==> src/sv/cwm_pkg.sv <==
// Shared types, constants and elaboration-time table builders for the Web Mercator projector.
// No dependencies; every other file refers to this package by scoped names.
package cwm_pkg;

  localparam int EARTH_RADIUS_M_DEF = 6378137;

  localparam int FRAC       = 56;
  localparam int CIRC_CELLS = 56;
  localparam int HYP_CELLS  = 59;
  localparam int LATENCY    = 2 + CIRC_CELLS + 3 + HYP_CELLS + 3;

  localparam logic [63:0] PI_Q60 = 64'h3243F6A8885A308D;
  localparam logic [63:0] LAT_K  = ((PI_Q60 / 64'd3600000000) << 20) +
                                   (((PI_Q60 % 64'd3600000000) << 20) / 64'd3600000000);
  localparam logic [63:0] LON_K  = ((PI_Q60 / 64'd1800000) << 20) +
                                   (((PI_Q60 % 64'd1800000) << 20) / 64'd1800000);
  localparam logic [63:0] PI_Q   = (PI_Q60 + 64'd8) >> 4;
  localparam logic signed [63:0] ONE_Q = 64'sd1 <<< FRAC;

  // Side data that rides along with the CORDIC vector through every cell.
  typedef struct packed {
    logic        lat_neg;
    logic        sat;
    logic [2:0]  n;
    logic [35:0] east;
    logic [31:0] height;
  } side_t;

  // (a*b + 2^61) >> 62, kept to 64 bits.
  function automatic logic [63:0] mshr62(input logic [63:0] a, input logic [63:0] b);
    logic [127:0] p;
    p = {64'd0, a} * {64'd0, b} + (128'd1 << 61);
    return p[125:62];
  endfunction

  // Odd power series of a Q62 argument: arctan when alt is set, else artanh; Q56 result.
  function automatic logic [63:0] odd_series(input logic [63:0] x, input logic alt);
    logic [63:0] x2;
    logic [63:0] p;
    logic [63:0] sum;
    logic [63:0] t;
    x2  = mshr62(x, x);
    p   = x;
    sum = 64'd0;
    for (int k = 0; k < 64; k++) begin
      if (p != 64'd0) begin
        t = p / 64'(2 * k + 1);
        if (alt && k[0]) sum = sum - t;
        else sum = sum + t;
        p = mshr62(p, x2);
      end
    end
    return (sum + 64'd32) >> 6;
  endfunction

  function automatic logic signed [63:0] atan_q(input int i);
    if (i == 0) return signed'((PI_Q60 + 64'd32) >> 6);
    return signed'(odd_series(64'd1 << (62 - i), 1'b1));
  endfunction

  function automatic logic signed [63:0] atanh_q(input int i);
    return signed'(odd_series(64'd1 << (62 - i), 1'b0));
  endfunction

  // Shift amount of hyperbolic cell j; steps 4, 13 and 40 appear twice.
  function automatic int hyp_shift(input int j);
    int s;
    s = j + 1;
    if (j >= 4) s = s - 1;
    if (j >= 14) s = s - 1;
    if (j >= 42) s = s - 1;
    return s;
  endfunction

  localparam logic [63:0] LN2_Q = odd_series((64'd1 << 62) / 64'd3, 1'b0) << 1;

  function automatic logic signed [63:0] ln2_mult(input logic [2:0] n);
    return signed'(64'(n) * LN2_Q);
  endfunction

  // Radius times the longitude scale, for a 1e-7 degree to millimetre product.
  function automatic logic [127:0] lon_scale(input int r);
    return 128'(r) * {64'd0, LON_K};
  endfunction

  function automatic logic [32:0] radius_mm(input int r);
    return 33'(64'(r) * 64'd1000);
  endfunction

  // Map bound round(pi * R) in millimetres.
  function automatic logic [35:0] bound_mm(input int r);
    logic [127:0] p;
    p = {64'd0, PI_Q60} * 128'(radius_mm(r)) + (128'd1 << 59);
    return p[95:60];
  endfunction

endpackage

==> src/sv/cwm_cell.sv <==
// One CORDIC micro-rotation cell, circular rotation or hyperbolic vectoring.
// Depends on cwm_pkg for the side data type.
module cwm_cell #(
  parameter bit                 HYP   = 1'b0,
  parameter int                 SHIFT = 0,
  parameter logic signed [63:0] ANGLE = 64'sd0
) (
  input  logic               clk,
  input  logic               rst_n,
  input  logic               in_vld,
  input  logic signed [63:0] in_x,
  input  logic signed [63:0] in_y,
  input  logic signed [63:0] in_z,
  input  cwm_pkg::side_t     in_side,
  output logic               out_vld,
  output logic signed [63:0] out_x,
  output logic signed [63:0] out_y,
  output logic signed [63:0] out_z,
  output cwm_pkg::side_t     out_side
);

  logic               pos, ysub, zsub;
  logic signed [63:0] dx, dy;
  logic               vld_r;
  logic signed [63:0] x_r, y_r, z_r, x_nxt, y_nxt, z_nxt;
  cwm_pkg::side_t     side_r;

  // Rotation steers on the residual angle, vectoring on the sign of y.
  always_comb begin
    dx    = in_y >>> SHIFT;
    dy    = in_x >>> SHIFT;
    pos   = HYP ? !in_y[63] : !in_z[63];
    ysub  = HYP ? pos : !pos;
    zsub  = HYP ? !pos : pos;
    x_nxt = pos ? in_x - dx : in_x + dx;
    y_nxt = ysub ? in_y - dy : in_y + dy;
    z_nxt = zsub ? in_z - ANGLE : in_z + ANGLE;
  end

  always_ff @(posedge clk) begin
    if (!rst_n) begin
      vld_r <= 1'b0;
    end else begin
      vld_r <= in_vld;
    end
  end

  always_ff @(posedge clk) begin
    x_r    <= x_nxt;
    y_r    <= y_nxt;
    z_r    <= z_nxt;
    side_r <= in_side;
  end

  assign out_vld  = vld_r;
  assign out_x    = x_r;
  assign out_y    = y_r;
  assign out_z    = z_r;
  assign out_side = side_r;

endmodule

==> config.mk <==
export PLATFORM = sky130hd
export DESIGN_NAME = cwm_cell
export DESIGN_NICKNAME = d
export VERILOG_FILES = /design/src/sv/cwm_pkg.sv /design/src/sv/cwm_cell.sv
export SDC_FILE = /design/constraint.sdc
export NUM_CORES = 1
export LEC_CHECK = 0
export BUFFER_PORTS_ARGS = -buffer_cell sky130_fd_sc_hd__buf_4
export CAP_MARGIN = 20
export CORE_MARGIN = 2
export CORE_UTILIZATION = 34
export CTS_BUF_LIST = sky130_fd_sc_hd__clkbuf_8 sky130_fd_sc_hd__clkbuf_16
export DETAILED_ROUTE_END_ITERATION = 16
export PLACE_DENSITY = 0.69
export SLEW_MARGIN = 20
export SYNTH_ARGS = -nofsm -noshare
export SYNTH_HDL_FRONTEND = slang
export SYNTH_SLANG_ARGS = --single-unit
==> constraint.sdc <==
create_clock -name clk -period 2.5 [get_ports clk]
set_input_delay 0.125 -clock clk [delete_from_list [all_inputs] [get_ports clk]]
set_output_delay 0.125 -clock clk [all_outputs]
set_load 0.02 [all_outputs]
== Yosys cells after proc, flatten, opt, wreduce, memory -nomap -nowiden ==
Index checks and enable logic that the tools add are counted.

* Multiplexer cells: 2
* Add/sub/neg operators: 3

{| class="wikitable"
|+ Operators by type and width
! cell !! number
|-
| 2-to-1 mux 64 bit || 2
|-
| subtractor 64 bit || 2
|-
| adder 64 bit || 1
|}

* Bits in registers: 266
* Word-level logic and storage cells: 14
* Output and inout port bits: 266
* Input port bits: 268

== Logic depth before layout (Yosys ltp) ==
* Depth in word-level cells: 2
* Gate-level depth with buffers: 14
* Depth with buffers taken out: 13

== Least setup slack after synthesis ==
No wires, ideal clock.

* Path kind: input to register
* Start point: input in_x[2]
* End point: register x_r[62], in the netlist out_x[62]
* Required time: 2.374 ns
* Arrival time: 2.547 ns
* Cell stages on the path: 14
* Slack: -0.174 ns
* Cells stage by stage: inv_1 > ha_1 > buf_2 > nor2b_2 > o211ai_1 > a21oi_2 > o21ai_4 > o41ai_4 > a31oi_4 > o211ai_2 > a21oi_2 > o41ai_2 > a22oi_1 > xor2_1

* Longest elaborated chain between the ends: 2
* Elaborated cells between the ends (all ways): 3

{| class="wikitable"
|+ RTL lines
! item !! RTL line !! text
|-
| start: declaration || cwm_cell.sv:11 || <nowiki>input logic signed [63:0] in_x,</nowiki>
|-
| subtractor 64 bit / adder 64 bit (equally long branches) || cwm_cell.sv:35 || <nowiki>x_nxt = pos ? in_x - dx : in_x + dx;</nowiki>
|-
| 2-to-1 mux 64 bit * || cwm_cell.sv:35 ||
|-
| named net x_nxt[62] || cwm_cell.sv:25 || <nowiki>logic signed [63:0] x_r, y_r, z_r, x_nxt, y_nxt, z_nxt;</nowiki>
|-
| end signal: assignment || cwm_cell.sv:49 || <nowiki>x_r <= x_nxt;</nowiki>
|-
| end: declaration || cwm_cell.sv:25 ||
|}

The timed path passes the listed nets; every way through them passes the cells marked *.
A chain may end at the register's enable or synchronous reset.

== Worst setup path after layout ==
* Start point: input in_y[0]
* End point: register x_r[58], in the netlist out_x[58]

* Longest elaborated chain between the ends: 2
* Elaborated cells between the ends (all ways): 3

{| class="wikitable"
|+ RTL lines
! item !! RTL line !! text
|-
| start: declaration || cwm_cell.sv:12 || <nowiki>input logic signed [63:0] in_y,</nowiki>
|-
| subtractor 64 bit / adder 64 bit (equally long branches) || cwm_cell.sv:35 ||
|-
| 2-to-1 mux 64 bit * || cwm_cell.sv:35 ||
|-
| named net x_nxt[58] || cwm_cell.sv:25 ||
|}

Marks and branches as above.

==> flow_summary.ini <==
[outcome]
outcome = completed

[synth]
synth.top_cell.area_share_pct = 30.0
synthFlopType = dfxtp_1
synth.distinct_cells = 94
synth_largest_area_cell = dfxtp_1
synth_cells = 2119
synth_compound_area_share_pct = 27.4
synth_async_reset_ratio_pct = 0
synthAdderAreaFrac_pct = 14.8
synthesis_stage_register_bit_count = 265
ys_top_cells_by_area = dfxtp_1, ha_1, a21oi_1, xnor2_1, inv_1
syn-num-nets = 2594
synthXorXnorAreaFrac_pct = 6.15
synth_sequential_area_ratio_pct = 30.0
main_combinational_cell_family_by_area_after_synthesis = compound AO/OA/AOI/OAI gates
post_synth_mux_area_share_pct = 2.95
synth-simple-area-share_pct = 12.0
synth_enable_flop_cells = 0
syn_area_um2 = 17700
post_synth.cell_area_avg_um2 = 8.33
number_of_warnings_printed_during_yosys_synthesis = 0

[global_routing]
grt_pass1_vias = 22227
grt_util_met2_pct = 58.9
grt_remaining_overflow = 0
antenna_found_initial = 13
grt_met3_use_pct = 4.73
grt_max_degree = 39
grt.busiest_layer = met2
global_route.usage.total_pct = 33.6
use_met1_pct = 40.5
grt_pass1_wl_mm = 137

[sta]
report.final.hold_viol_count = 0
min_period_ns = 2.50
rsz0062_at_grt = yes
timing.final.crit_share_pct = 99.9
slew-limit-headroom_pct = 57.7
worst_pin_slew_ns = 0.628
totalNegativeSetupSlack_ns = 0
report.final.setup_viol = 0
finalMaxSlewViolations = 0
f_max_ghz = 0.401

[clock_tree]
number_of_buffers_added_by_the_clock_tree_synthesis_step = 30
cts.path.max_buffers = 3
cts_root_buf = clkbuf_16
clk_pin_slew_ns = 0.06
cts_tree = done
htree_num_levels = 1
clkSinkCount = 265

[final_layout]
fill_cells = 4399
fraction_of_layout_instances_using_a_drive_strength_above_1_pct = 44.4
flow.area_growth_from_synthesis_pct = 80.2
layout.cells.most_common = buf_4
layoutNonFillerInstCount = 4230
mostFrequentLayoutCells = buf_4, dfxtp_1, a21oi_1
finalNetCount = 3995
finalCoreUtilization_pct = 62.0

[flow_run]
drv_cap = 0

[worst_setup_path]
cp-end-kind = flop
critPathKind = input port to flop
crit_path_max_incr_delay_ns = 0.45
cp_slowest_cell = or4_4
cp_arrival_ns = 2.99
worst-path-max-fanout = 4
path_cells = buf_8, buf_6, ha_4, fa_2, o221ai_4, a221oi_4, a211o_1, nand2_2, a31o_4, a31oi_4, or4_4, o211ai_1, mux2i_1, xnor2_1
timing.critical_path.required_ns = 3.00
worst_setup_path_start_kind = input port

[power_and_ir_drop]
power.density_cell_area_nw_per_um2 = 570
total_power_mw = 18.1
p_leak_nw = 15.3
vdd.ir_drop.worst_uv = 620

[die]
die-area_um2 = 53800
core-area_um2 = 51300
die_w_um = 232
floorplan.rows = 83
floorplan.initialDensity_pct = 34.4
io_pins = 534
dieHeight_um = 232

[drt]
wire_per_inst_um = 22.5
drt_iter0_markers = 1536
routed_wl_mm = 95.3
detailedRoute.firstPassIterationCount = 5
routed_via_density = 5.19
drc = 0
ant_nets = 0
detailroute.via_count = 21948

[placed_design]
gp_congestion = 1.00
placed_cells = 3971
place_hpwl_mm = 77.3
portBuffers = 533

[hold_path]
hold-path-cell-count = 4
hold_path_class = input port to flop
-- Yosys cell counts, types with 31 or more instances --
cell type / n
nand2_1: 98
clkbuf_1: 36
o21bai_1: 66
a21o_1: 31
o21ai_0: 128
mux2i_1: 51
nor2_1: 132
xnor2_1: 119
dfxtp_1: 265
nor3_1: 43
inv_1: 189
a21oi_1: 280
ha_1: 205
nand4_1: 32
nand3_1: 39
-- through the flow --
step / area [um2] / setup slack [ns] / hold slack (ns)
2_1_floorplan: 17900 / -0.0546 / 0.153
3_3_place_gp: 27900 / -0.959 / 0.231
3_5_place_dp: 27900 / -0.991 / 0.231
4_1_cts: 31000 / -0.0474 / 0.0114
5_1_grt: 31800 / -0.101 / 0.00852
6_report: 31800 / 0.00343 / 0.00619
-- cell families (layout without fill, tap and decap cells) --
kind of cell,after synthesis,in the layout
and+or+nand+nor,440,440
AOI/OAI and AO/OA,736,736
muxes,52,52
other,0,6
xor gates and xnor gates,124,124
adders and majority gates,207,207
DFF,265,265
buffers and inverters,295,1720
-- where the power goes --
part	leakage, nW	switching (mW)	internal (mW)
clock network	0.549	2.05	2.85
logic	12.5	4.28	3.78
registers	2.24	0.305	4.86
-- critical path, delay by kind of cell --
kind            cells  cell delay, ns
simple gates        2            0.58
buf+inv             2            0.21
compound gates      6            1.13
mux                 1            0.11
fa+ha+maj           2            0.56
xor+xnor            1            0.26
-- layout make-up --
cell class	instances	area, um2	share of cell area [%]
Clock inverter	22	279	0.877
Sequential cell	265	5310	16.7
Antenna cell	6	15.0	0.0472
Timing Repair Buffer	1454	11400	36.0
Multi-Input combinational cell	1559	12300	38.7
Inverter	210	812	2.55
Tap cell	680	851	2.67
Clock buffer	34	806	2.53
-- routing by layer --
metal	vias to the layer above	routed length, um
met5	-	60
met4	10	4770
met3	204	5650
met2	914	46300
met1	10534	38500
li1	10286	-
-- timing repair --
action	4_1_cts	5_1_grt
pin swaps	43	71
setup buffers	23	25
endpoints found under the hold margin	149	2
setup endpoints to repair	42	53
hold buffers	149	2
resized for setup	63	125
-- worst paths after layout --
| path | from | end | slack, ns |
|---|---|---|---|
| setup / recovery | in_y[0] | out_x[58]$_DFF_P_ | 0.003 |
| hold / removal | in_y[17] | out_y[17]$_DFF_P_ | 0.006 |
-- sequential cells by signal, indices dropped and copies added, names as in the netlist --
signal,cells
out_side,73
out_vld,1
out_x,63
out_y,64
out_z,64
(Power assumes the default switching activity.)
