==> config.mk <==
export PLATFORM = sky130hd
export DESIGN_NAME = cwm_tail
export DESIGN_NICKNAME = d
export VERILOG_FILES = /design/src/sv/cwm_pkg.sv /design/src/sv/cwm_tail.sv
export SDC_FILE = /design/constraint.sdc
export NUM_CORES = 2
export LEC_CHECK = 0
export CAP_MARGIN = 20
export CELL_PAD_IN_SITES_DETAIL_PLACEMENT = 1
export CELL_PAD_IN_SITES_GLOBAL_PLACEMENT = 2
export CORE_ASPECT_RATIO = 1.1
export CORE_MARGIN = 8
export CORE_UTILIZATION = 44
export CTS_CLUSTER_DIAMETER = 120
export DETAILED_ROUTE_END_ITERATION = 10
export DONT_BUFFER_PORTS = 1
export GPL_ROUTABILITY_DRIVEN = 0
export PLACE_DENSITY_LB_ADDON = 0.25
export SKIP_LAST_GASP = 1
export SLEW_MARGIN = 25
export SYNTH_ARGS = -nofsm -noshare
export SYNTH_HDL_FRONTEND = slang
export SYNTH_SLANG_ARGS = --single-unit
==> constraint.sdc <==
create_clock -name clk -period 10.3 [get_ports clk]
set_input_delay 0.515 -clock clk [delete_from_list [all_inputs] [get_ports clk]]
set_output_delay 0.515 -clock clk [all_outputs]
set_load 0.02 [all_outputs]
==> src/sv/cwm_pkg.sv <==
// Shared types, constants and elaboration-time table builders for the Web Mercator projector.
// No dependencies; every other file refers to this package by scoped names.
package cwm_pkg;

  localparam int EARTH_RADIUS_M_DEF = 6378137;

  localparam int FRAC       = 56;
  localparam int CIRC_CELLS = 56;
  localparam int HYP_CELLS  = 59;
  localparam int LATENCY    = 2 + CIRC_CELLS + 3 + HYP_CELLS + 3;

  localparam logic [63:0] PI_Q60 = 64'h3243F6A8885A308D;
  localparam logic [63:0] LAT_K  = ((PI_Q60 / 64'd3600000000) << 20) +
                                   (((PI_Q60 % 64'd3600000000) << 20) / 64'd3600000000);
  localparam logic [63:0] LON_K  = ((PI_Q60 / 64'd1800000) << 20) +
                                   (((PI_Q60 % 64'd1800000) << 20) / 64'd1800000);
  localparam logic [63:0] PI_Q   = (PI_Q60 + 64'd8) >> 4;
  localparam logic signed [63:0] ONE_Q = 64'sd1 <<< FRAC;

  // Side data that rides along with the CORDIC vector through every cell.
  typedef struct packed {
    logic        lat_neg;
    logic        sat;
    logic [2:0]  n;
    logic [35:0] east;
    logic [31:0] height;
  } side_t;

  // (a*b + 2^61) >> 62, kept to 64 bits.
  function automatic logic [63:0] mshr62(input logic [63:0] a, input logic [63:0] b);
    logic [127:0] p;
    p = {64'd0, a} * {64'd0, b} + (128'd1 << 61);
    return p[125:62];
  endfunction

  // Odd power series of a Q62 argument: arctan when alt is set, else artanh; Q56 result.
  function automatic logic [63:0] odd_series(input logic [63:0] x, input logic alt);
    logic [63:0] x2;
    logic [63:0] p;
    logic [63:0] sum;
    logic [63:0] t;
    x2  = mshr62(x, x);
    p   = x;
    sum = 64'd0;
    for (int k = 0; k < 64; k++) begin
      if (p != 64'd0) begin
        t = p / 64'(2 * k + 1);
        if (alt && k[0]) sum = sum - t;
        else sum = sum + t;
        p = mshr62(p, x2);
      end
    end
    return (sum + 64'd32) >> 6;
  endfunction

  function automatic logic signed [63:0] atan_q(input int i);
    if (i == 0) return signed'((PI_Q60 + 64'd32) >> 6);
    return signed'(odd_series(64'd1 << (62 - i), 1'b1));
  endfunction

  function automatic logic signed [63:0] atanh_q(input int i);
    return signed'(odd_series(64'd1 << (62 - i), 1'b0));
  endfunction

  // Shift amount of hyperbolic cell j; steps 4, 13 and 40 appear twice.
  function automatic int hyp_shift(input int j);
    int s;
    s = j + 1;
    if (j >= 4) s = s - 1;
    if (j >= 14) s = s - 1;
    if (j >= 42) s = s - 1;
    return s;
  endfunction

  localparam logic [63:0] LN2_Q = odd_series((64'd1 << 62) / 64'd3, 1'b0) << 1;

  function automatic logic signed [63:0] ln2_mult(input logic [2:0] n);
    return signed'(64'(n) * LN2_Q);
  endfunction

  // Radius times the longitude scale, for a 1e-7 degree to millimetre product.
  function automatic logic [127:0] lon_scale(input int r);
    return 128'(r) * {64'd0, LON_K};
  endfunction

  function automatic logic [32:0] radius_mm(input int r);
    return 33'(64'(r) * 64'd1000);
  endfunction

  // Map bound round(pi * R) in millimetres.
  function automatic logic [35:0] bound_mm(input int r);
    logic [127:0] p;
    p = {64'd0, PI_Q60} * 128'(radius_mm(r)) + (128'd1 << 59);
    return p[95:60];
  endfunction

endpackage

==> src/sv/cwm_tail.sv <==
// Turns the hyperbolic angle into the logarithm, scales it to millimetres and clamps.
// Three stages; depends on cwm_pkg.
module cwm_tail #(
  parameter int EARTH_RADIUS_M = cwm_pkg::EARTH_RADIUS_M_DEF
) (
  input  logic               clk,
  input  logic               rst_n,
  input  logic               in_vld,
  input  logic signed [63:0] in_z,
  input  cwm_pkg::side_t     in_side,
  output logic               out_vld,
  output logic [35:0]        out_east,
  output logic [35:0]        out_north,
  output logic [31:0]        out_height,
  output logic               out_sat
);

  localparam logic [32:0] RMM   = cwm_pkg::radius_mm(EARTH_RADIUS_M);
  localparam logic [35:0] BOUND = cwm_pkg::bound_mm(EARTH_RADIUS_M);

  logic               vl_r, vm_r, vo_r;
  logic signed [63:0] lg;
  logic [57:0]        lg_r;
  cwm_pkg::side_t     sl_r, sm_r, sl_nxt;
  logic [64:0]        p0_r;
  logic [58:0]        p1_r;
  logic [95:0]        nsum;
  logic [35:0]        nmag;
  logic [35:0]        east_r, north_r;
  logic [31:0]        hgt_r;
  logic               sat_r;

  always_comb begin
    lg = cwm_pkg::ln2_mult(in_side.n) + (in_z <<< 1);
    if (lg < 64'sd0) lg = 64'sd0;
    sl_nxt     = in_side;
    sl_nxt.sat = in_side.sat || ($unsigned(lg) >= cwm_pkg::PI_Q);
  end

  always_ff @(posedge clk) begin
    if (!rst_n) begin
      vl_r <= 1'b0;
      vm_r <= 1'b0;
      vo_r <= 1'b0;
    end else begin
      vl_r <= in_vld;
      vm_r <= vl_r;
      vo_r <= vm_r;
    end
  end

  always_comb begin
    nsum = 96'(p0_r) + (96'(p1_r) << 32) + (96'd1 << 55);
    nmag = sm_r.sat ? BOUND : nsum[91:56];
  end

  always_ff @(posedge clk) begin
    lg_r    <= lg[57:0];
    sl_r    <= sl_nxt;
    p0_r    <= {33'd0, lg_r[31:0]} * {32'd0, RMM};
    p1_r    <= {33'd0, lg_r[57:32]} * {26'd0, RMM};
    sm_r    <= sl_r;
    east_r  <= sm_r.east;
    north_r <= sm_r.lat_neg ? 36'(-nmag) : nmag;
    hgt_r   <= sm_r.height;
    sat_r   <= sm_r.sat;
  end

  assign out_vld    = vo_r;
  assign out_east   = east_r;
  assign out_north  = north_r;
  assign out_height = hgt_r;
  assign out_sat    = sat_r;

endmodule

# Yosys cells after proc, flatten, opt, wreduce, memory -nomap -nowiden
# Cells that the tools add are included.
# W data, S select, Z words.
[word_totals]
out_inout_bits = 106
inputBits = 140
regBits = 424
[classes]
multipliers = 3
addsub = 4
n_reduce_logical = 1
magnitude_cmp = 2
mux = 3
[ops]
columns = ["cell", "n"]
rows = [
  ["$add A65 B91 Y92", 1],
  ["$add A92 B56 Y92 const B", 1],
  ["$mux W36", 2],
  ["$add A60 B64 Y64", 1],
  ["$ge A64 B58 Y1 const B", 1],
  ["$lt A64 B1 Y1 const B", 1],
  ["$mux W64", 1],
  ["$mul A32 B30 Y62 const B", 1],
  ["$mul A3 B55 Y58 const B", 1],
  ["$mul A26 B30 Y56 const B", 1],
  ["$neg A36 Y36", 1],
  ["$logic_or A1 B1 Y1", 1],
]

# Logic depth before layout (Yosys ltp)
[logic_depth]
ltp_word = 6
mapped_depth = 31

# Worst setup path before layout
# No wires, ideal clock.
[synth_timing]
kind = "flip-flop to flip-flop"
start = "reg lg_r[5]"
end = "reg p0_r[57]"
path_buffers = 0
synth_period_minus_slack_ns = 7.254
stages_incl_launch_ff = 26
setup_slack_ns = 3.046
t_arrival_ns = 7.135
t_required_ns = 10.181
cell_sequence = "dfxtp_1 -> inv_1 -> fa_1 -> fa_1 -> inv_1 -> fa_1 -> fa_1 -> fa_1 -> inv_1 -> fa_1 -> inv_1 -> fa_1 -> fa_1 -> ha_1 -> o21a_1 -> o21a_1 -> o21ai_0 -> a32oi_1 -> a22oi_1 -> nand3_1 -> a31oi_1 -> o21ai_0 -> a21oi_1 -> o21bai_1 -> a21o_1 -> xor2_1"
[synth_between]
elab_chain_cells = 1
[synth_rtl]
columns = ["item", "line_no", "source"]
rows = [
  ["from (decl)", "cwm_tail.sv:23", "logic [57:0] lg_r;"],
  ["from (signal assigned)", "cwm_tail.sv:58", "lg_r <= lg[57:0];"],
  ["$mul A32 B30 Y62", "cwm_tail.sv:60", "p0_r <= {33'd0, lg_r[31:0]} * {32'd0, RMM};"],
  ["to (signal assigned)", "cwm_tail.sv:60", ""],
  ["to (decl)", "cwm_tail.sv:25", "logic [64:0] p0_r;"],
]
# No other way between the ends.
# A chain may end at the register's enable or synchronous reset.

# Worst setup path in the final report
# Same ends and word-level chain as after synthesis.

==> impl_metrics.ini <==
[synth]
synth_seq_cells = 391
syn_nets = 6046
synth.distinct_cells = 88
synth_ff_type = dfxtp_1
synth_edf_count = 0
yosys_warnings = 0
postSynthCellCount = 4459
avgSynthCellArea_um2 = 9.992
yosysSeqAreaShare_pct = 17.57
synth_area_um2 = 44550
async_flop_share_pct = 0

[worst_setup_path]
cp_num_buf_inv = 4
crit_required_ns = 10.84
worstSetupPathType = flip-flop to flip-flop
startpoint_type = flip-flop
crit_path_max_incr_delay_ns = 0.73
crit_top_cell = fa_1
path_max_fanout = 10
r2r_slack_ns = 1.82
reg2reg_depth = 25
cp.depth = 25
critPathTopFamily = adder cells
end_kind = flip-flop
cp_slowest_cell = dfxtp_1
critical_path_arrival_ns = 9.02

[die]
io_pins = 246
fp.dieW_um = 319.4
initial_utilization_pct = 44.36
die_h_um = 349.7
core_area_um2 = 100400
design.die.area_um2 = 111700
core.rowCount = 122

[global_route]
grt_usage_pct = 23.47
globalRoute.totalOverflow = 0
grt_pass1_vias = 35550
grt_max_degree = 61
grt_pass1_wl_um = 205200
antenna_found_initial = 2

[final_layout]
layout.nets = 6110
fin_cells = 5859
drive_gt1_share_pct = 2.853
final_util_pct = 48.05
fillerInstances = 11170
antenna-diode-count = 0
synthToLayoutAreaGrowth_pct = 8.324
register_area_um2 = 7829
multi_input_area_um2 = 32740

[clocking]
cts_tree = yes
htreeDepth = 2
cts_resized = 0
cts_buffers = 44
cts_sinks = 391
clk_latency_ns = 0.61
cts_buffer_depth = 3
path_clk_slew_ns = 0.06
root_buffer = clkbuf_16

[placement]
dp_hpwl_um = 110500
dp_cells = 5709
preCtsSetupSlack_ns = 1.872
port_buffers = 0

[detailed_routing]
wl_per_cell_um = 21.96
drc = 0
vias = 30990
antenna_left = 0
drt_iter0_drc = 1234
vias_per_cell = 5.290
first_pass_iters = 5
postRouteWirelength_um = 128700

[sta]
max_freq_mhz = 117.9
setup_viol = 0
maxSlewHeadroom_pct = 42.79
skew_ns = 0.02805
final.min_clock_period_ns = 8.480
worst_pin_slew_ns = 0.8365
finalCritPeriodShare_pct = 82.33
hold_violations = 0
finalWorstSetupSlack_ns = 1.820
rsz0062_at_grt = no
finalMaxSlewViolations = 0
finalSetupTns_ns = 0

[job]
cap_violations = 0

[min_path]
whs_path_depth = 1
worstHoldPathType = primary input to flip-flop

[outcome]
status = completed
-- sequential cells by signal, indices dropped and copies added (netlist names) --
register and cells:
sl_r 70, sm_r 70, lg_r 57, p1_r 56, out_east 36, out_north 36, out_height 32, p0_r 30
out_sat 1, out_vld 1, vl_r 1, vm_r 1
-- cell usage after synthesis (55+ instances only) --
cell type | number | area, um^2
inv_1 | 992 | 3724
ha_1 | 779 | 9747
fa_1 | 668 | 13370
dfxtp_1 | 391 | 7828
nor2_1 | 201 | 754.5
a21oi_1 | 186 | 930.9
nand2_1 | 141 | 529.3
o21ai_0 | 126 | 630.6
xnor2_1 | 124 | 1086
a21o_1 | 83 | 623.1
xor2_1 | 78 | 683.2
clkbuf_1 | 56 | 210.2
nand3_1 | 55 | 275.3
-- timing repair --
| action | 4_1_cts | 5_1_grt |
|---|---|---|
| setup buffers | 0 | 0 |
| hold endpoints to repair | 71 | 0 |
| setup endpoints to repair | 0 | 0 |
| hold buffers | 70 | 0 |
-- final timing paths --
kind / startpoint / end
hold reg to reg: sl_r[43] / sm_r[43]
hold / removal: in_vld / vl_r
setup reg to reg: lg_r[5] / p0_r[57]
setup / recovery: lg_r[5] / p0_r[57]
-- per-layer routing --
metal	vias to the layer above	track usage, %	routed length, um
met5	-	0	0
met4	0	7.871	4791
met3	174	2.363	3397
met2	456	44.51	68030
met1	15730	27.51	52440
li1	14630	-	-
-- metrics by stage --
| stage | hold WS (ns) | cell area, um^2 |
|---|---|---|
| 2_1_floorplan | 0.3096 | 44550 |
| 3_3_place_gp | 0.3097 | 46050 |
| 3_5_place_dp | 0.3132 | 46050 |
| 4_1_cts | 0.01842 | 48260 |
| 5_1_grt | 0.03024 | 48260 |
| 6_report | 0.05614 | 48260 |
-- cell usage in the layout (no fill, tap or decap), types with 8 or more instances in the layout --
master and instances:
nand3_1 55, and2_1 19, nor4_1 11, and3_1 30, a31o_2 12, or2_2 8, a22oi_1 8, a211oi_1 33
inv_1 992, xnor2_1 124, fa_1 668, o21ai_0 126, clkbuf_16 44, a31oi_1 31, nor3_1 45, nand4_1 52
o21ai_1 12, a21oi_1 186, o31ai_1 18, buf_4 16, ha_1 779, nor2_1 201, o211ai_1 23, nand2b_1 27
o21a_1 36, nor2b_1 31, dlygate4sd3_1 70, dfxtp_1 390, clkinv_2 8, xor2_1 78, nand2_1 141, a21o_1 83
o21bai_1 21
-- logic make-up after synthesis --
family,share of synthesized area (%)
fa+ha+maj,51.91
mux,0.1853
buf+inv,8.950
compound gates,10.12
flops,17.57
simple gates,7.296
xor+xnor,3.971
-- final cells by class --
cell class | count | area share [%]
clock buffers | 58 | 2.535
repair buffers | 86 | 1.701
clock inverters | 22 | 0.6066
multi-input cells | 3007 | 67.84
well taps | 1302 | 3.375
inverters | 993 | 7.723
flip-flops and latches | 391 | 16.22
Power is not shown: default switching activity piles up to over one toggle a cycle in this logic, so the estimate is an artifact.
