===== config.mk =====
export PLATFORM = sky130hd
export DESIGN_NAME = cwm_front
export DESIGN_NICKNAME = d
export VERILOG_FILES = /design/src/sv/cwm_pkg.sv /design/src/sv/cwm_front.sv
export SDC_FILE = /design/constraint.sdc
export NUM_CORES = 2
export LEC_CHECK = 0
export CORE_UTILIZATION = 43
export CTS_CLUSTER_DIAMETER = 60
export CTS_CLUSTER_SIZE = 30
export DETAILED_ROUTE_END_ITERATION = 10
export DONT_BUFFER_PORTS = 1
export GPL_TIMING_DRIVEN = 0
export PLACE_DENSITY = 0.55
export SLEW_MARGIN = 5
export SYNTH_ARGS = -nofsm -noshare
export SYNTH_HDL_FRONTEND = slang
export SYNTH_SLANG_ARGS = --single-unit

===== constraint.sdc =====
create_clock -name clk -period 17.95 [get_ports clk]
set_clock_uncertainty 0.15 [all_clocks]
set_input_delay 3.59 -clock clk [delete_from_list [all_inputs] [get_ports clk]]
set_output_delay 3.59 -clock clk [all_outputs]
set_load 0.02 [all_outputs]

===== src/sv/cwm_pkg.sv =====
// Shared types, constants and elaboration-time table builders for the Web Mercator projector.
// No dependencies; every other file refers to this package by scoped names.
package cwm_pkg;

  localparam int EARTH_RADIUS_M_DEF = 6378137;

  localparam int FRAC       = 56;
  localparam int CIRC_CELLS = 56;
  localparam int HYP_CELLS  = 59;
  localparam int LATENCY    = 2 + CIRC_CELLS + 3 + HYP_CELLS + 3;

  localparam logic [63:0] PI_Q60 = 64'h3243F6A8885A308D;
  localparam logic [63:0] LAT_K  = ((PI_Q60 / 64'd3600000000) << 20) +
                                   (((PI_Q60 % 64'd3600000000) << 20) / 64'd3600000000);
  localparam logic [63:0] LON_K  = ((PI_Q60 / 64'd1800000) << 20) +
                                   (((PI_Q60 % 64'd1800000) << 20) / 64'd1800000);
  localparam logic [63:0] PI_Q   = (PI_Q60 + 64'd8) >> 4;
  localparam logic signed [63:0] ONE_Q = 64'sd1 <<< FRAC;

  // Side data that rides along with the CORDIC vector through every cell.
  typedef struct packed {
    logic        lat_neg;
    logic        sat;
    logic [2:0]  n;
    logic [35:0] east;
    logic [31:0] height;
  } side_t;

  // (a*b + 2^61) >> 62, kept to 64 bits.
  function automatic logic [63:0] mshr62(input logic [63:0] a, input logic [63:0] b);
    logic [127:0] p;
    p = {64'd0, a} * {64'd0, b} + (128'd1 << 61);
    return p[125:62];
  endfunction

  // Odd power series of a Q62 argument: arctan when alt is set, else artanh; Q56 result.
  function automatic logic [63:0] odd_series(input logic [63:0] x, input logic alt);
    logic [63:0] x2;
    logic [63:0] p;
    logic [63:0] sum;
    logic [63:0] t;
    x2  = mshr62(x, x);
    p   = x;
    sum = 64'd0;
    for (int k = 0; k < 64; k++) begin
      if (p != 64'd0) begin
        t = p / 64'(2 * k + 1);
        if (alt && k[0]) sum = sum - t;
        else sum = sum + t;
        p = mshr62(p, x2);
      end
    end
    return (sum + 64'd32) >> 6;
  endfunction

  function automatic logic signed [63:0] atan_q(input int i);
    if (i == 0) return signed'((PI_Q60 + 64'd32) >> 6);
    return signed'(odd_series(64'd1 << (62 - i), 1'b1));
  endfunction

  function automatic logic signed [63:0] atanh_q(input int i);
    return signed'(odd_series(64'd1 << (62 - i), 1'b0));
  endfunction

  // Shift amount of hyperbolic cell j; steps 4, 13 and 40 appear twice.
  function automatic int hyp_shift(input int j);
    int s;
    s = j + 1;
    if (j >= 4) s = s - 1;
    if (j >= 14) s = s - 1;
    if (j >= 42) s = s - 1;
    return s;
  endfunction

  localparam logic [63:0] LN2_Q = odd_series((64'd1 << 62) / 64'd3, 1'b0) << 1;

  function automatic logic signed [63:0] ln2_mult(input logic [2:0] n);
    return signed'(64'(n) * LN2_Q);
  endfunction

  // Radius times the longitude scale, for a 1e-7 degree to millimetre product.
  function automatic logic [127:0] lon_scale(input int r);
    return 128'(r) * {64'd0, LON_K};
  endfunction

  function automatic logic [32:0] radius_mm(input int r);
    return 33'(64'(r) * 64'd1000);
  endfunction

  // Map bound round(pi * R) in millimetres.
  function automatic logic [35:0] bound_mm(input int r);
    logic [127:0] p;
    p = {64'd0, PI_Q60} * 128'(radius_mm(r)) + (128'd1 << 59);
    return p[95:60];
  endfunction

endpackage


===== src/sv/cwm_front.sv =====
// Input scaling: longitude to easting and half latitude to a Q56 angle, two stages.
// Depends on cwm_pkg.
module cwm_front #(
  parameter int EARTH_RADIUS_M = cwm_pkg::EARTH_RADIUS_M_DEF
) (
  input  logic                clk,
  input  logic                rst_n,
  input  logic                in_vld,
  input  logic signed [31:0]  in_lon,
  input  logic signed [30:0]  in_lat,
  input  logic signed [31:0]  in_hgt,
  output logic                out_vld,
  output logic signed [63:0]  out_z,
  output cwm_pkg::side_t      out_side
);

  localparam logic [127:0] LON_KR = cwm_pkg::lon_scale(EARTH_RADIUS_M);

  logic        lon_neg, lat_neg;
  logic [31:0] lon_mag;
  logic [30:0] lat_mag;

  logic        v1_r, v1_nxt;
  logic        lon_neg_r, lat_neg_r;
  logic [31:0] hgt_r;
  logic [63:0] q0_r, q1_r, q2_r;
  logic [62:0] lp0_r, lp1_r;

  logic [95:0]  zsum;
  logic [127:0] esum;
  logic [35:0]  emag;

  logic                v2_r, v2_nxt;
  logic signed [63:0]  z_r;
  cwm_pkg::side_t      side_r, side_nxt;

  assign lon_neg = in_lon[31];
  assign lat_neg = in_lat[30];
  assign lon_mag = lon_neg ? 32'(-$unsigned(in_lon)) : $unsigned(in_lon);
  assign lat_mag = lat_neg ? 31'(-$unsigned(in_lat)) : $unsigned(in_lat);
  assign v1_nxt  = in_vld;

  always_ff @(posedge clk) begin
    if (!rst_n) begin
      v1_r <= 1'b0;
    end else begin
      v1_r <= v1_nxt;
    end
  end

  always_ff @(posedge clk) begin
    lon_neg_r <= lon_neg;
    lat_neg_r <= lat_neg;
    hgt_r     <= in_hgt;
    q0_r      <= {32'd0, lon_mag} * {32'd0, LON_KR[31:0]};
    q1_r      <= {32'd0, lon_mag} * {32'd0, LON_KR[63:32]};
    q2_r      <= {32'd0, lon_mag} * {32'd0, LON_KR[95:64]};
    lp0_r     <= {32'd0, lat_mag} * {31'd0, cwm_pkg::LAT_K[31:0]};
    lp1_r     <= {32'd0, lat_mag} * {32'd0, cwm_pkg::LAT_K[62:32]};
  end

  always_comb begin
    zsum = 96'(lp0_r) + (96'(lp1_r) << 32) + (96'd1 << 23);
    esum = 128'(q0_r) + (128'(q1_r) << 32) + (128'(q2_r) << 64) + (128'd1 << 79);
    emag = esum[115:80];
    side_nxt.lat_neg = lat_neg_r;
    side_nxt.sat     = 1'b0;
    side_nxt.n       = 3'd0;
    side_nxt.east    = lon_neg_r ? 36'(-emag) : emag;
    side_nxt.height  = hgt_r;
  end

  assign v2_nxt = v1_r;

  always_ff @(posedge clk) begin
    if (!rst_n) begin
      v2_r <= 1'b0;
    end else begin
      v2_r <= v2_nxt;
    end
  end

  always_ff @(posedge clk) begin
    z_r    <= signed'(zsum[87:24]);
    side_r <= side_nxt;
  end

  assign out_vld  = v2_r;
  assign out_z    = z_r;
  assign out_side = side_r;

endmodule


Word level (Yosys, flattened, before mapping):

Index checks and enable logic that the tools add are counted.

* register bits after elaboration: 444
* output and inout port bits: 138
* logic and storage cells: 30

* $add $sub $neg: 8
* $mul: 5
* multiplexer cells: 3

Operators with widths (number)
* adder 116 x 80 -> 116 bit, second input constant: 1
* adder 96 x 116 -> 116 bit: 1
* adder 63 x 95 -> 96 bit: 1
* adder 82 x 24 -> 83 bit, second input constant: 1
* adder 62 x 81 -> 82 bit: 1
* multiplier 32 x 29 -> 61 bit, second input constant: 1
* multiplier 31 x 29 -> 60 bit, second input constant: 1
* multiplier 32 x 26 -> 58 bit, second input constant: 1
* multiplier 32 x 20 -> 52 bit, second input constant: 1
* multiplier 31 x 18 -> 49 bit, second input constant: 1
* two-way mux 36 bit: 1
* negator 36 bit: 1
* two-way mux 32 bit: 1
* negator 32 bit: 1
* two-way mux 31 bit: 1
* negator 31 bit: 1

Longest topological paths before layout:

* depth in word-level cells: 5
* mapped depth: 38
* mapped depth without buffers: 38

Worst setup path after synthesis:

No wires, ideal clock.

* kind: input-to-reg
* start: in in_lon[6]
* end: reg q1_r[62]
* setup time: 0.121 ns
* data arrival time: 13.486 ns
* slack: 4.193 ns
* cell stages on the path: 33
* buffers on the path: 1
* path through: or4_1 > or3_1 > or3_1 > or4_1 > o21ai_0 > xor2_1 > inv_1 > ha_1 > ha_1 > inv_1 > fa_1 > inv_1 > fa_1 > inv_1 > fa_1 > fa_1 > fa_1 > inv_1 > ha_1 > ha_1 > clkbuf_1 > a21o_1 > a31oi_1 > o221ai_1 > a41oi_1 > o21a_1 > o21ai_1 > a221o_1 > a31o_2 > a31o_2 > nor2_1 > o21ai_0 > xnor2_1

* word-level cells in the longest chain between the ends: 3

Ends and longest elaborated chain
* start, declared: RTL line cwm_front.sv:9 `input logic signed [31:0] in_lon,`
* negator 32 bit: RTL line cwm_front.sv:39 `assign lon_mag = lon_neg ? 32'(-$unsigned(in_lon)) : $unsigned(in_lon);`
* two-way mux 32 bit (*): RTL line cwm_front.sv:39
* multiplier 32 x 29 -> 61 bit (*): RTL line cwm_front.sv:56 `q1_r <= {32'd0, lon_mag} * {32'd0, LON_KR[63:32]};`
* end signal, assigned: RTL line cwm_front.sv:56
* end, declared: RTL line cwm_front.sv:26 `logic [63:0] q0_r, q1_r, q2_r;`

Every way passes the cells marked *; elsewhere a longest branch is shown, timed or not.
A chain may end at the register's enable or synchronous reset.

Worst setup path in the final report:

* start: in in_lon[6]
* end: reg q0_r[52]

* word-level cells in the longest chain between the ends: 3

Ends and longest elaborated chain
* negator 32 bit: RTL line cwm_front.sv:39
* two-way mux 32 bit (*): RTL line cwm_front.sv:39
* multiplier 32 x 26 -> 58 bit (*): RTL line cwm_front.sv:55 `q0_r <= {32'd0, lon_mag} * {32'd0, LON_KR[31:0]};`
* end signal, assigned: RTL line cwm_front.sv:55
* end, declared: RTL line cwm_front.sv:26

Marks and branches as above.

==> impl_metrics.csv <==
group,metric,value,unit
status,status,"finished clean",
die,die-area,185000,µm²
critical_path,reg2reg_from,"q0_r[58]",
global_route,grt-ovfl-total,0,
synth,ys_warn_count,0,
critical_path,worst-endpoint-required,18.34,ns
die,rows,156,
die,io_pins,236,
cells_and_area,final_nets,11100,
route,num_vias,54400,
cells_and_area,postLayoutCellArea,85000,µm²
critical_path,critPathLaunch,"in_lon[6]",
place,placed_cell_area,83300,µm²
critical_path,end_kind,"flip-flop",
global_route,grt_pass1_wl,373,mm
synth,yosysMostFrequentCell,"inv_1",
clock_tree,ctsHtreeMaxLevel,2,
clock_tree,clk_pin_slew,0.08,ns
synth,synth-main-ff-cell,"dfxtp_1",
timing,slew_headroom,0.127,
synth,synth_common_cells,"inv_1 (2200), ha_1 (1503), fa_1 (1461), dfxtp_1 (392), a21oi_1 (300)",
route,wirelength,252,mm
critical_path,cpMostUsedCell,"fa_1",
synth,synth_top_area_cell,"fa_1",
timing,rsz0062_at_grt,"false",
clock_tree,insertion_delay,0.63,ns
critical_path,slowest_stage,"a31oi_1",
clock_tree,cts_setup_buffers,0,
route,ant_nets,0,
timing,finalHoldViolCount,0,
clock_tree,numCtsBuffers,42,
die,die_w,430,µm
timing,post-route-period-util,0.863,
timing,worst_pin_slew,1.31,ns
route,vias_per_cell,5.23,
cells_and_area,fin_util,0.468,
global_route,track_usage,0.275,
worst_hold_path,hp-class,"reg -> reg",
die,start_util,0.434,
critical_path,crit_path_start_kind,"input port",
critical_path,critPathKind,"in -> reg",
synth,async_reset_ff_frac,0,
cells_and_area,area_growth,7.75,%
timing,fmax,64.5,MHz
route,drtIter0Drc,3181,
die,coreArea,182000,µm²
synth,ys_types,97,
route,remaining_drc_errors,0,
place,gp_congestion,0.966,
synth,netlist.area_leader.share,0.371,
cells_and_area,nFillCells,17300,
die,die_y,430,µm
synth,synth_area_leaders,"fa_1 (37%), ha_1 (24%), inv_1 (10%)",
synth,avgSynthCellArea,10.0,µm²
clock_tree,cts_max_path_buffers,3,
global_route,grt_max_degree,28,
synth,synth_cells,7878,
critical_path,crit_family,"adder cells",
cells_and_area,drive_above_1_share,0.0340,
critical_path,crit_buf_inv,5,
flow_run,cap_violations,0,
clock_tree,cts-root-buf,"clkbuf_16",
critical_path,critPathMaxStageDelay,0.98,ns
synth,ys_seq_area_frac,0.0995,
synth,synth_edf_count,0,
route,wl_per_cell,24.2,µm
place,port_buffers,0,
global_route,grt_pass1_vias,58400,
clock_tree,holdBufCountCts,0,
critical_path,critPathMaxFanout,14,
clock_tree,cts_tree,"built",
worst_hold_path,min_from,"hgt_r[7]",
critical_path,worstPathArrival,15.89,ns
synth,synth_area,78900,µm²
global_route,antenna_found_initial,9,
place,dpl.hpwl,225,mm
timing,maxSlewViolCount,0,
timing,setup_violations,0,
synth,ys_ff_latch,392,
clock_tree,cts_resized,0,
route,drt-pass1-iter-count,7,
timing,period_needed,15.50,ns
clock_tree,cts_sinks,392,
cell type report:
type,count,area (µm²),share of cell area
clock buffers,43,1060,0.0125
plain buffers,48,229,0.00269
flip-flops and latches,392,7850,0.0924
clock inverters,35,602,0.00708
multi-input cells,5247,63100,0.743
diodes,4,10.0,0.000118
repair buffers,59,892,0.0105
well taps,2370,2970,0.0349
inverters,2200,8260,0.0972
sequential cells by signal, indices dropped and copies added (netlist names):
register and count:
out_vld 1, q2_r 52, lp1_r 49, out_z 58
lat_neg_r 1, hgt_r 32, v1_r 1, q1_r 60
lp0_r 39, q0_r 29, lon_neg_r 1, out_side 69
cells in the final DEF, fill, tap and decap left out, types with 14 or more instances in the layout:
cell type  synthesis  routed
xor2_1           134     117
o211ai_1          22      22
a31oi_1           29      28
o21a_1            32      32
clkbuf_16          0      42
nand3_1           76      76
xor2_4             0      14
buf_6              1      26
nor2b_1           40      40
fa_1            1461    1461
o31a_1            14      14
or3_1             27      27
a211oi_1          26      26
inv_1           2200    2199
ha_1            1503    1503
a21o_1           158     158
buf_8              0      19
nor2_1           217     217
nor4_1            17      16
nand4_1           61      61
o21ai_0          165     163
nor3_1            58      58
and3_1            44      44
o21bai_1          40      40
xnor2_2            2      32
dfxtp_1          392     392
xnor2_1          248     218
nand2_1          222     222
nand2b_1          42      42
clkbuf_1          33      33
and2_1            29      29
or2_2             16      16
o31ai_1           34      33
a21oi_1          300     300
through the flow:
step	setup TNS, ns	std cells	hold WS, ns	setup WS [ns]
3_5_place_dp	0	10300	0.162	1.84
4_1_cts	0	10400	0.154	2.49
2_1_floorplan	0	7887	0.160	4.19
5_1_grt	0	10400	0.166	2.20
6_report	0	10400	0.160	2.45
3_3_place_gp	-0.680	10300	0.160	-0.308
final timing paths:
| check | end | slack, ns | depth (start not counted) |
|---|---|---|---|
| setup / recovery | q0_r[52] | 2.45 | 31 |
| hold / removal | out_side[7] | 0.16 | 0 |
| setup reg to reg | out_side[60] | 12.59 | 13 |
| hold reg to reg | out_side[7] | 0.16 | 0 |
metal layers:
layer | share of wire | GRT usage
met5 | 0 | 0
met4 | 0.043 | 0.0987
met3 | 0.043 | 0.0285
met2 | 0.50 | 0.488
met1 | 0.41 | 0.345
logic make-up (layout without fill, tap and decap cells):
family | after synthesis | count (layout) | share of synthesized area
XOR/XNOR | 386 | 386 | 0.0434
flip-flops | 392 | 392 | 0.0995
multiplexers | 4 | 4 | 0.000524
other | 1 | 14 | 0.0000476
AO/OA/AOI/OAI | 980 | 980 | 0.0817
adder cells (fa/ha/maj) | 2964 | 2964 | 0.609
AND/OR/NAND/NOR | 903 | 903 | 0.0578
buffers and inverters | 2248 | 2385 | 0.108
Power is not shown: default switching activity piles up to over one toggle a cycle in this logic, so the estimate is an artifact.
